`config.mk`:
```
export PLATFORM = sky130hd
export DESIGN_NAME = pedestrian_traffic_light_controller_core
export DESIGN_NICKNAME = d
export VERILOG_FILES = /design/src/sv/ptlc_pkg.sv /design/src/sv/ptlc_cfg_regs.sv /design/src/sv/ptlc_step.sv /design/src/sv/pedestrian_traffic_light_controller_core.sv
export SDC_FILE = /design/constraint.sdc
export NUM_CORES = 1
export LEC_CHECK = 0
export ABC_AREA = 1
export BUFFER_PORTS_ARGS = -buffer_cell sky130_fd_sc_hd__buf_2
export CAP_MARGIN = 20
export CELL_PAD_IN_SITES_DETAIL_PLACEMENT = 1
export CELL_PAD_IN_SITES_GLOBAL_PLACEMENT = 2
export CORE_MARGIN = 3
export CORE_UTILIZATION = 40
export DETAILED_ROUTE_END_ITERATION = 6
export GPL_TIMING_DRIVEN = 0
export PLACE_DENSITY = 0.9
export SLEW_MARGIN = 0
export SYNTH_ARGS = -nofsm -noshare
export SYNTH_HDL_FRONTEND = slang
export SYNTH_SLANG_ARGS = --single-unit
```
`constraint.sdc`:
```
create_clock -name clk_i -period 6.65 [get_ports clk_i]
set_input_delay 0.3325 -clock clk_i [delete_from_list [all_inputs] [get_ports clk_i]]
set_output_delay 0.3325 -clock clk_i [all_outputs]
set_load 0.01 [all_outputs]
```
`src/sv/ptlc_pkg.sv`:
```
// ----------------------------------------------------------------------------
// ptlc_pkg
// Shared types and constants for the pedestrian traffic light controller:
// configuration layout, register indexes, light phases.
// ----------------------------------------------------------------------------
`default_nettype none

package ptlc_pkg;

  localparam int CFG_TIME_W = 20;
  localparam int DUTY_W     = 10;
  localparam int CFG_DATA_W = 20;
  localparam int CFG_IDX_W  = 3;

  typedef enum logic [CFG_IDX_W-1:0] {
    CFG_GREEN_TIME     = 3'd0,
    CFG_MIN_GREEN_TIME = 3'd1,
    CFG_YELLOW_TIME    = 3'd2,
    CFG_RED_TIME       = 3'd3,
    CFG_PRESS_COOLDOWN = 3'd4,
    CFG_LIT_DUTY       = 3'd5,
    CFG_DARK_DUTY      = 3'd6
  } cfg_idx_e;

  typedef enum logic [2:0] {
    PH_GREEN  = 3'b001,
    PH_YELLOW = 3'b010,
    PH_RED    = 3'b100
  } phase_e;

  typedef struct packed {
    logic [CFG_TIME_W-1:0] green_time;
    logic [CFG_TIME_W-1:0] min_green_time;
    logic [CFG_TIME_W-1:0] yellow_time;
    logic [CFG_TIME_W-1:0] red_time;
    logic [CFG_TIME_W-1:0] press_cooldown;
    logic [DUTY_W-1:0]     lit_duty;
    logic [DUTY_W-1:0]     dark_duty;
  } cfg_t;

  typedef struct packed {
    phase_e phase;
    logic   request;
  } step_res_t;

  localparam logic [CFG_TIME_W-1:0] RST_GREEN_TIME     = 20'd30000;
  localparam logic [CFG_TIME_W-1:0] RST_MIN_GREEN_TIME = 20'd15000;
  localparam logic [CFG_TIME_W-1:0] RST_YELLOW_TIME    = 20'd4000;
  localparam logic [CFG_TIME_W-1:0] RST_RED_TIME       = 20'd26000;
  localparam logic [CFG_TIME_W-1:0] RST_PRESS_COOLDOWN = 20'd10000;
  localparam logic [DUTY_W-1:0]     RST_LIT_DUTY       = 10'd1023;
  localparam logic [DUTY_W-1:0]     RST_DARK_DUTY      = 10'd0;

endpackage

`default_nettype wire

```
`src/sv/ptlc_cfg_regs.sv`:
```
// ----------------------------------------------------------------------------
// ptlc_cfg_regs
// Configuration register bank written through a plain indexed write port.
// ----------------------------------------------------------------------------
`default_nettype none

module ptlc_cfg_regs
  import ptlc_pkg::*;
(
  input  wire logic                  clk_i,
  input  wire logic                  rst_ni,
  input  wire logic                  cfg_we_i,
  input  wire logic [CFG_IDX_W-1:0]  cfg_idx_i,
  input  wire logic [CFG_DATA_W-1:0] cfg_data_i,
  output cfg_t                       cfg_o
);

  cfg_t cfg_q;

  always_ff @(posedge clk_i or negedge rst_ni) begin
    if (!rst_ni) begin
      cfg_q.green_time     <= RST_GREEN_TIME;
      cfg_q.min_green_time <= RST_MIN_GREEN_TIME;
      cfg_q.yellow_time    <= RST_YELLOW_TIME;
      cfg_q.red_time       <= RST_RED_TIME;
      cfg_q.press_cooldown <= RST_PRESS_COOLDOWN;
      cfg_q.lit_duty       <= RST_LIT_DUTY;
      cfg_q.dark_duty      <= RST_DARK_DUTY;
    end else if (cfg_we_i) begin
      case (cfg_idx_i)
        CFG_GREEN_TIME:     cfg_q.green_time     <= cfg_data_i[CFG_TIME_W-1:0];
        CFG_MIN_GREEN_TIME: cfg_q.min_green_time <= cfg_data_i[CFG_TIME_W-1:0];
        CFG_YELLOW_TIME:    cfg_q.yellow_time    <= cfg_data_i[CFG_TIME_W-1:0];
        CFG_RED_TIME:       cfg_q.red_time       <= cfg_data_i[CFG_TIME_W-1:0];
        CFG_PRESS_COOLDOWN: cfg_q.press_cooldown <= cfg_data_i[CFG_TIME_W-1:0];
        CFG_LIT_DUTY:       cfg_q.lit_duty       <= cfg_data_i[DUTY_W-1:0];
        CFG_DARK_DUTY:      cfg_q.dark_duty      <= cfg_data_i[DUTY_W-1:0];
        default: ;
      endcase
    end
  end

  assign cfg_o = cfg_q;

endmodule

`default_nettype wire

```
`src/sv/ptlc_step.sv`:
```
// ----------------------------------------------------------------------------
// ptlc_step
// Per-tick controller state and its combinational update: elapsed counters,
// phase sequencing, button edge detection and crossing request.
// ----------------------------------------------------------------------------
`default_nettype none

module ptlc_step
  import ptlc_pkg::*;
#(
  parameter int TIME_BITS = 20
) (
  input  wire logic clk_i,
  input  wire logic rst_ni,
  input  wire logic step_i,
  input  wire logic button_level_i,
  input  wire cfg_t cfg_i,
  output step_res_t res_o
);

  localparam int CW = (TIME_BITS > CFG_TIME_W) ? TIME_BITS : CFG_TIME_W;

  phase_e               phase_q, phase_d;
  logic [TIME_BITS-1:0] phase_el_q, phase_el_d;
  logic [TIME_BITS-1:0] press_el_q, press_el_d;
  logic                 pressed_q, pressed_d;
  logic                 last_lvl_q;
  logic                 req_q, req_d;

  logic [TIME_BITS-1:0] phase_inc, press_inc;
  logic [CW-1:0]        phase_cmp, press_cmp;
  logic                 press_edge, cool_ok;

  always_comb begin
    phase_inc  = (phase_el_q == '1) ? phase_el_q : phase_el_q + TIME_BITS'(1);
    press_inc  = (press_el_q == '1) ? press_el_q : press_el_q + TIME_BITS'(1);
    phase_cmp  = CW'(phase_inc);
    press_cmp  = CW'(press_inc);
    phase_d    = phase_q;
    phase_el_d = phase_inc;
    press_el_d = press_inc;
    pressed_d  = pressed_q;
    req_d      = req_q;

    // phase step
    case (phase_q)
      PH_GREEN: begin
        if (phase_cmp >= CW'(cfg_i.green_time) ||
            (req_q && phase_cmp >= CW'(cfg_i.min_green_time))) begin
          phase_d    = PH_YELLOW;
          phase_el_d = '0;
          req_d      = 1'b0;
        end
      end
      PH_YELLOW: begin
        if (phase_cmp >= CW'(cfg_i.yellow_time)) begin
          phase_d    = PH_RED;
          phase_el_d = '0;
        end
      end
      PH_RED: begin
        if (phase_cmp >= CW'(cfg_i.red_time)) begin
          phase_d    = PH_GREEN;
          phase_el_d = '0;
        end
      end
      default: ;
    endcase

    // button
    press_edge = last_lvl_q && !button_level_i;
    cool_ok    = !pressed_q || (press_cmp >= CW'(cfg_i.press_cooldown));
    if (press_edge && phase_d == PH_GREEN && cool_ok) begin
      req_d      = 1'b1;
      press_el_d = '0;
      pressed_d  = 1'b1;
    end
  end

  always_ff @(posedge clk_i or negedge rst_ni) begin
    if (!rst_ni) begin
      phase_q    <= PH_GREEN;
      phase_el_q <= '0;
      press_el_q <= '0;
      pressed_q  <= 1'b0;
      last_lvl_q <= 1'b1;
      req_q      <= 1'b0;
    end else if (step_i) begin
      phase_q    <= phase_d;
      phase_el_q <= phase_el_d;
      press_el_q <= press_el_d;
      pressed_q  <= pressed_d;
      last_lvl_q <= button_level_i;
      req_q      <= req_d;
    end
  end

  assign res_o.phase   = phase_d;
  assign res_o.request = req_d;

  // request only raised while green
  a_req_in_green: assert property (@(posedge clk_i) disable iff (!rst_ni)
    $rose(req_q) |-> phase_q == PH_GREEN)
    else $error("request set outside green");

  // phase change restarts the phase timer
  a_phase_el_clear: assert property (@(posedge clk_i) disable iff (!rst_ni)
    step_i && phase_d != phase_q |=> phase_el_q == '0)
    else $error("phase timer not cleared on phase change");

  // ending green serves the request
  a_green_end_clears: assert property (@(posedge clk_i) disable iff (!rst_ni)
    step_i && phase_q == PH_GREEN && phase_d == PH_YELLOW |=> !req_q)
    else $error("request survived end of green");

  // no tick, no state change
  a_hold: assert property (@(posedge clk_i) disable iff (!rst_ni)
    !step_i |=> $stable(phase_q) && $stable(phase_el_q) && $stable(req_q))
    else $error("state moved without a tick");

endmodule

`default_nettype wire

```
`src/sv/pedestrian_traffic_light_controller_core.sv`:
```
// ----------------------------------------------------------------------------
// pedestrian_traffic_light_controller_core
// Traffic light sequencer with pedestrian crossing request.
//
// Input channel (in_valid_i/in_ready_o): one beat per millisecond tick,
// carrying the sampled button level (0 = pressed).
// Output channel (out_valid_o/out_ready_i): one beat per input beat, with
// the red, yellow and green lamp duties and the request flag.
// Config port: cfg_we_i writes cfg_data_i into register cfg_idx_i; write
// only while no beats are in flight.
// Path: a beat accepted into the input register is processed by the
// state update into the output register and can be taken from there.
// Throughput: one beat per cycle while out_ready_i stays high, set by the
// combinational state update between the input and output registers.
// Reset: light green, timers zero, no request, config at defaults.
// Stall: when the receiver holds out_ready_i low, the output beat holds,
// one more beat may wait in the input register, then in_ready_o drops.
// ----------------------------------------------------------------------------
`default_nettype none

module pedestrian_traffic_light_controller_core
  import ptlc_pkg::*;
#(
  parameter int TIME_BITS = 20
) (
  input  wire logic                  clk_i,
  input  wire logic                  rst_ni,
  input  wire logic                  cfg_we_i,
  input  wire logic [CFG_IDX_W-1:0]  cfg_idx_i,
  input  wire logic [CFG_DATA_W-1:0] cfg_data_i,
  input  wire logic                  in_valid_i,
  output logic                       in_ready_o,
  input  wire logic                  button_level_i,
  output logic                       out_valid_o,
  input  wire logic                  out_ready_i,
  output logic [DUTY_W-1:0]          red_duty_o,
  output logic [DUTY_W-1:0]          yellow_duty_o,
  output logic [DUTY_W-1:0]          green_duty_o,
  output logic                       request_pending_o
);

  cfg_t      cfg;
  step_res_t res;

  logic              s1_valid_q, s1_level_q;
  logic              out_valid_q;
  logic [DUTY_W-1:0] red_q, yellow_q, green_q;
  logic              req_q;
  logic              advance, step;

  ptlc_cfg_regs u_cfg (
    .clk_i      (clk_i),
    .rst_ni     (rst_ni),
    .cfg_we_i   (cfg_we_i),
    .cfg_idx_i  (cfg_idx_i),
    .cfg_data_i (cfg_data_i),
    .cfg_o      (cfg)
  );

  ptlc_step #(
    .TIME_BITS (TIME_BITS)
  ) u_step (
    .clk_i          (clk_i),
    .rst_ni         (rst_ni),
    .step_i         (step),
    .button_level_i (s1_level_q),
    .cfg_i          (cfg),
    .res_o          (res)
  );

  assign advance    = !out_valid_q || out_ready_i;
  assign step       = s1_valid_q && advance;
  assign in_ready_o = !s1_valid_q || advance;

  always_ff @(posedge clk_i or negedge rst_ni) begin
    if (!rst_ni) begin
      s1_valid_q  <= 1'b0;
      out_valid_q <= 1'b0;
    end else begin
      if (in_ready_o) begin
        s1_valid_q <= in_valid_i;
      end
      if (advance) begin
        out_valid_q <= s1_valid_q;
      end
    end
  end

  always_ff @(posedge clk_i) begin
    if (in_valid_i && in_ready_o) begin
      s1_level_q <= button_level_i;
    end
    if (step) begin
      red_q    <= (res.phase == PH_RED)    ? cfg.lit_duty : cfg.dark_duty;
      yellow_q <= (res.phase == PH_YELLOW) ? cfg.lit_duty : cfg.dark_duty;
      green_q  <= (res.phase == PH_GREEN)  ? cfg.lit_duty : cfg.dark_duty;
      req_q    <= res.request;
    end
  end

  assign out_valid_o       = out_valid_q;
  assign red_duty_o        = red_q;
  assign yellow_duty_o     = yellow_q;
  assign green_duty_o      = green_q;
  assign request_pending_o = req_q;

endmodule

`default_nettype wire
```
==> flow_metrics.py <==
metrics = {
    "run_status": {
        "outcome": "completed",
    },
    "placed_design": {
        "pre_cts_ws_ps": 2060,
        "placed_cell_area_um2": 12200,
        "place.detailed.hpwl_um": 25100,
        "placement.io_buffers": 61,
        "dp_cells": 1842,
        "place.gp.congestion": 0.833,
    },
    "pwr": {
        "pwr-share-seq_pct": 43.3,
        "internal_power_w": 0.00247,
        "share_comb_of_total_power_pct": 30.6,
        "power.leakage_nw": 6.47,
        "vdd_drop_max_mv": 0.220,
        "power.clock.fraction_pct": 26.1,
        "psw_w": 0.00144,
        "power_per_cell_area_nw_per_um2": 305,
        "switching_share_pct": 36.8,
    },
    "sta": {
        "finalHoldViolations": 0,
        "maxSlewViolCount": 0,
        "finalCritPeriodShare_pct": 70.6,
        "fin_crit_ps": 4700,
        "worst_slack_ps": 1950,
        "rsz_0062_raised_after_global_routing": "no",
        "worst_slew_pin_slew_ps": 967,
        "max_clock_freq_mhz": 213,
        "final_number_of_setup_violating_endpoints": 0,
        "setup-tns-final_ps": 0,
        "max_slew_margin_pct": 35.5,
        "finClkSkew_ps": 15.0,
    },
    "floorplanning": {
        "i_o_pins": 62,
        "placeableCoreArea_um2": 28000,
        "dieHeight_um": 175,
        "num_rows": 61,
        "horizontal_die_dimension_um": 175,
        "fp.dieArea_um2": 30600,
        "effective_utilization_at_floorplan_pct": 40.8,
    },
    "yosys": {
        "synth_simple_gate_area_share_pct": 21.2,
        "synth-edff-count": 32,
        "synth-compound-area-share_pct": 10.7,
        "ys_ff_latch": 200,
        "synth.yosys.warnings": 0,
        "ys_types": 36,
        "yosys.area_share.xor_xnor_pct": 2.57,
        "netlist.top_cell.by_area": "sky130_fd_sc_hd__dfrtp_1",
        "ys_top_cells_by_count": "sky130_fd_sc_hd__nand2_1, sky130_fd_sc_hd__inv_1, sky130_fd_sc_hd__o21ai_0, sky130_fd_sc_hd__dfrtp_1, sky130_fd_sc_hd__ha_1",
        "ys_top_cells_by_area": "sky130_fd_sc_hd__dfrtp_1, sky130_fd_sc_hd__nand2_1, sky130_fd_sc_hd__ha_1",
        "synth.area.mux_share_pct": 0.175,
        "synth_fa_ha_area_share_pct": 11.2,
        "synth_async_sr_flop_share_pct": 84.0,
        "synth_top_cell_area_share_pct": 27.4,
        "syn_area_per_cell_um2": 8.16,
        "yosysMostFrequentCell": "sky130_fd_sc_hd__nand2_1",
        "synth_top_family_by_area": "simple AND/OR/NAND/NOR gates",
        "synth_sequential_area_ratio_pct": 45.6,
        "syn-instance-count": 1402,
        "ys.flop_type": "sky130_fd_sc_hd__dfrtp_1",
        "netlist_area_um2": 11400,
        "mappedNetlistNets": 1533,
    },
    "clocking": {
        "clk_transition_reported_paths_ps": 80,
        "cts.repair_timing.setup_buffer_count": 0,
        "cts-buffers-inserted": 17,
        "clock_latency_late_sink_ps": 450,
        "numClockSinks": 200,
        "cts_resized": 0,
        "cts_root_buffer": "sky130_fd_sc_hd__clkbuf_16",
        "cts_buffer_depth": 2,
        "htree_levels": 4,
        "tritoncts": "built",
    },
    "global_routing": {
        "grt_pass1_wl_um": 54900,
        "grt_use_total_pct": 22.8,
        "grt_pass1_vias": 10200,
        "grt_start_max_net_pins": 94,
        "antenna_found_initial": 1,
        "globalRoute.totalOverflow": 0,
    },
    "drt": {
        "initialDrtViolationCount": 585,
        "routed_wl_um": 33500,
        "dr_total_vias": 9570,
        "drc": 0,
        "post_drt_wl_per_cell_um": 17.9,
        "via_per_inst": 5.10,
        "antenna_violating_nets_post_route": 0,
        "drt_pre_antenna_iters": 5,
    },
    "layout": {
        "finish.cell_count_without_fillers": 1875,
        "multi_input_comb_area_um2": 5240,
        "seq_area_um2": 5220,
        "signed_area_change_from_the_synthesized_netlist_to_the_final_layout_pct": 12.0,
        "final_core_utilization_pct": 45.7,
        "layout-drive-gt1-share_pct": 11.4,
        "finalNetCount": 1615,
        "layout.filler_cells": 3470,
        "antenna_cells_inserted": 0,
        "post-route-cell-area_um2": 12800,
    },
    "min_path": {
        "min_path_cells": 1,
        "worstHoldStart": "button_level_i",
        "timing.hold.worst.class": "primary input to register",
    },
    "worst_setup_path": {
        "worst_path_maximum_fanout": 10,
        "number_of_cell_instances_on_the_worst_register_to_register_path": 21,
        "cp-startpoint": "u_step.phase_el_q[1]",
        "worst_flop_to_flop_path_startpoint": "u_step.phase_el_q[1]",
        "timing.setup.critical_path_class": "register to register",
        "cp-start-kind": "register",
        "worst-endpoint-arrival_ps": 4850,
        "end_kind": "register",
        "required_ps": 6800,
    },
    "run": {
        "maxCapViolCount": 0,
    },
}
[worst max-delay path, stage by stage (launching register included)]
cell and delay [ps]:
sky130_fd_sc_hd__dfrtp_1 390, sky130_fd_sc_hd__ha_1 320, sky130_fd_sc_hd__nand2_1 80, sky130_fd_sc_hd__nor2_1 140
sky130_fd_sc_hd__nand4_1 120, sky130_fd_sc_hd__nor2_2 160, sky130_fd_sc_hd__nand2_2 130, sky130_fd_sc_hd__nand2_2 130
sky130_fd_sc_hd__nor2_1 60, sky130_fd_sc_hd__xor2_1 580, sky130_fd_sc_hd__ha_1 380, sky130_fd_sc_hd__a21oi_1 160
sky130_fd_sc_hd__nand2_1 120, sky130_fd_sc_hd__nand2_1 70, sky130_fd_sc_hd__nand2_1 50, sky130_fd_sc_hd__nand2_1 70
sky130_fd_sc_hd__nand3_1 70, sky130_fd_sc_hd__nor2_1 310, sky130_fd_sc_hd__nand3_1 190, sky130_fd_sc_hd__nand2_1 190
sky130_fd_sc_hd__clkbuf_1 450, sky130_fd_sc_hd__o21ai_0 230
[per-layer routing]
layer / vias to the layer above / wire (um) / track usage (%)
met5: - / 0 / 0
met4: 0 / 732 / 6.48
met3: 42 / 960 / 3.13
met2: 132 / 16400 / 39.2
met1: 4720 / 15400 / 30.0
li1: 4676 / - / -
[sequential cells by signal (all words and copies together), names as in the netlist]
| register | flops |
|---|---|
| u_step.pressed_q | 1 |
| u_step.phase_q | 3 |
| s1_level_q | 1 |
| yellow_duty_o | 10 |
| u_cfg.cfg_o | 120 |
| red_duty_o | 10 |
| u_step.last_lvl_q | 1 |
| request_pending_o | 1 |
| green_duty_o | 10 |
| out_valid_o | 1 |
| u_step.req_q | 1 |
| s1_valid_q | 1 |
| u_step.press_el_q | 20 |
| u_step.phase_el_q | 20 |
[cell usage in the layout, fill, tap and decap left out, drive strengths merged, types with 4 or more instances in the layout]
cell type | synthesis | final
nand2 | 403 | 403
inv | 206 | 208
o21ai | 181 | 181
dfrtp | 125 | 125
ha | 102 | 102
buf | 11 | 73
nor2 | 66 | 66
nand3 | 62 | 62
clkbuf | 34 | 55
a21oi | 48 | 48
dfstp | 43 | 43
edfxtp | 32 | 32
xor2 | 27 | 27
nand4 | 24 | 24
nor3 | 16 | 16
clkinv | 0 | 7
xnor2 | 4 | 4
[worst paths after layout]
check                                       end  slack [ps]
worst min register to register  u_cfg.cfg_o[58]         490
min in group asynchronous        u_cfg.cfg_o[6]         470
worst max-delay path            green_duty_o[2]        1950
max in group asynchronous       u_cfg.cfg_o[53]        5220
worst min-delay path                 s1_level_q          60
worst max register to register  green_duty_o[2]        1950
[what timing repair did]
item | 4_1_cts | 5_1_grt
hold buffers | 1 | 0
setup endpoints to repair | 0 | 0
endpoints found under the hold margin | 47 | 0
[cells by family after synthesis]
logic type	count (synthesis)
flip-flops	200
buffers and inverters	251
adder cells (fa/ha/maj)	102
XOR/XNOR	31
multiplexers	2
AND/OR/NAND/NOR	576
AO/OA/AOI/OAI	240
[power groups by stage]
stage	Sequential (W)	Clock [W]	Combinational [W]
finish	0.00169	0.00102	0.00119
global route	0.00173	0.00108	0.00139
CTS	0.00169	0.00104	0.00121
detailed placement	0.00171	0	0.00120
global placement	0.00170	0	0.00114
floorplan	0.00170	0	0.000770
[area by class of cell]
class,count,area share [%]
Sequential cell,200,40.7
Multi-Input combinational cell,951,40.9
Tap cell,378,3.69
Buffer,45,1.54
Clock buffer,21,3.52
Inverter,206,6.04
Clock inverter,11,0.772
Timing Repair Buffer,63,2.75
[through the flow]
| stage | hold WS [ps] | total power [W] |
|---|---|---|
| floorplan | 36.9 | 0.00247 |
| global placement | 464 | 0.00284 |
| detailed placement | 367 | 0.00291 |
| finish | 57.6 | 0.00391 |
| global route | 52.2 | 0.00420 |
| CTS | 38.4 | 0.00394 |
(Power assumes the default switching activity.)
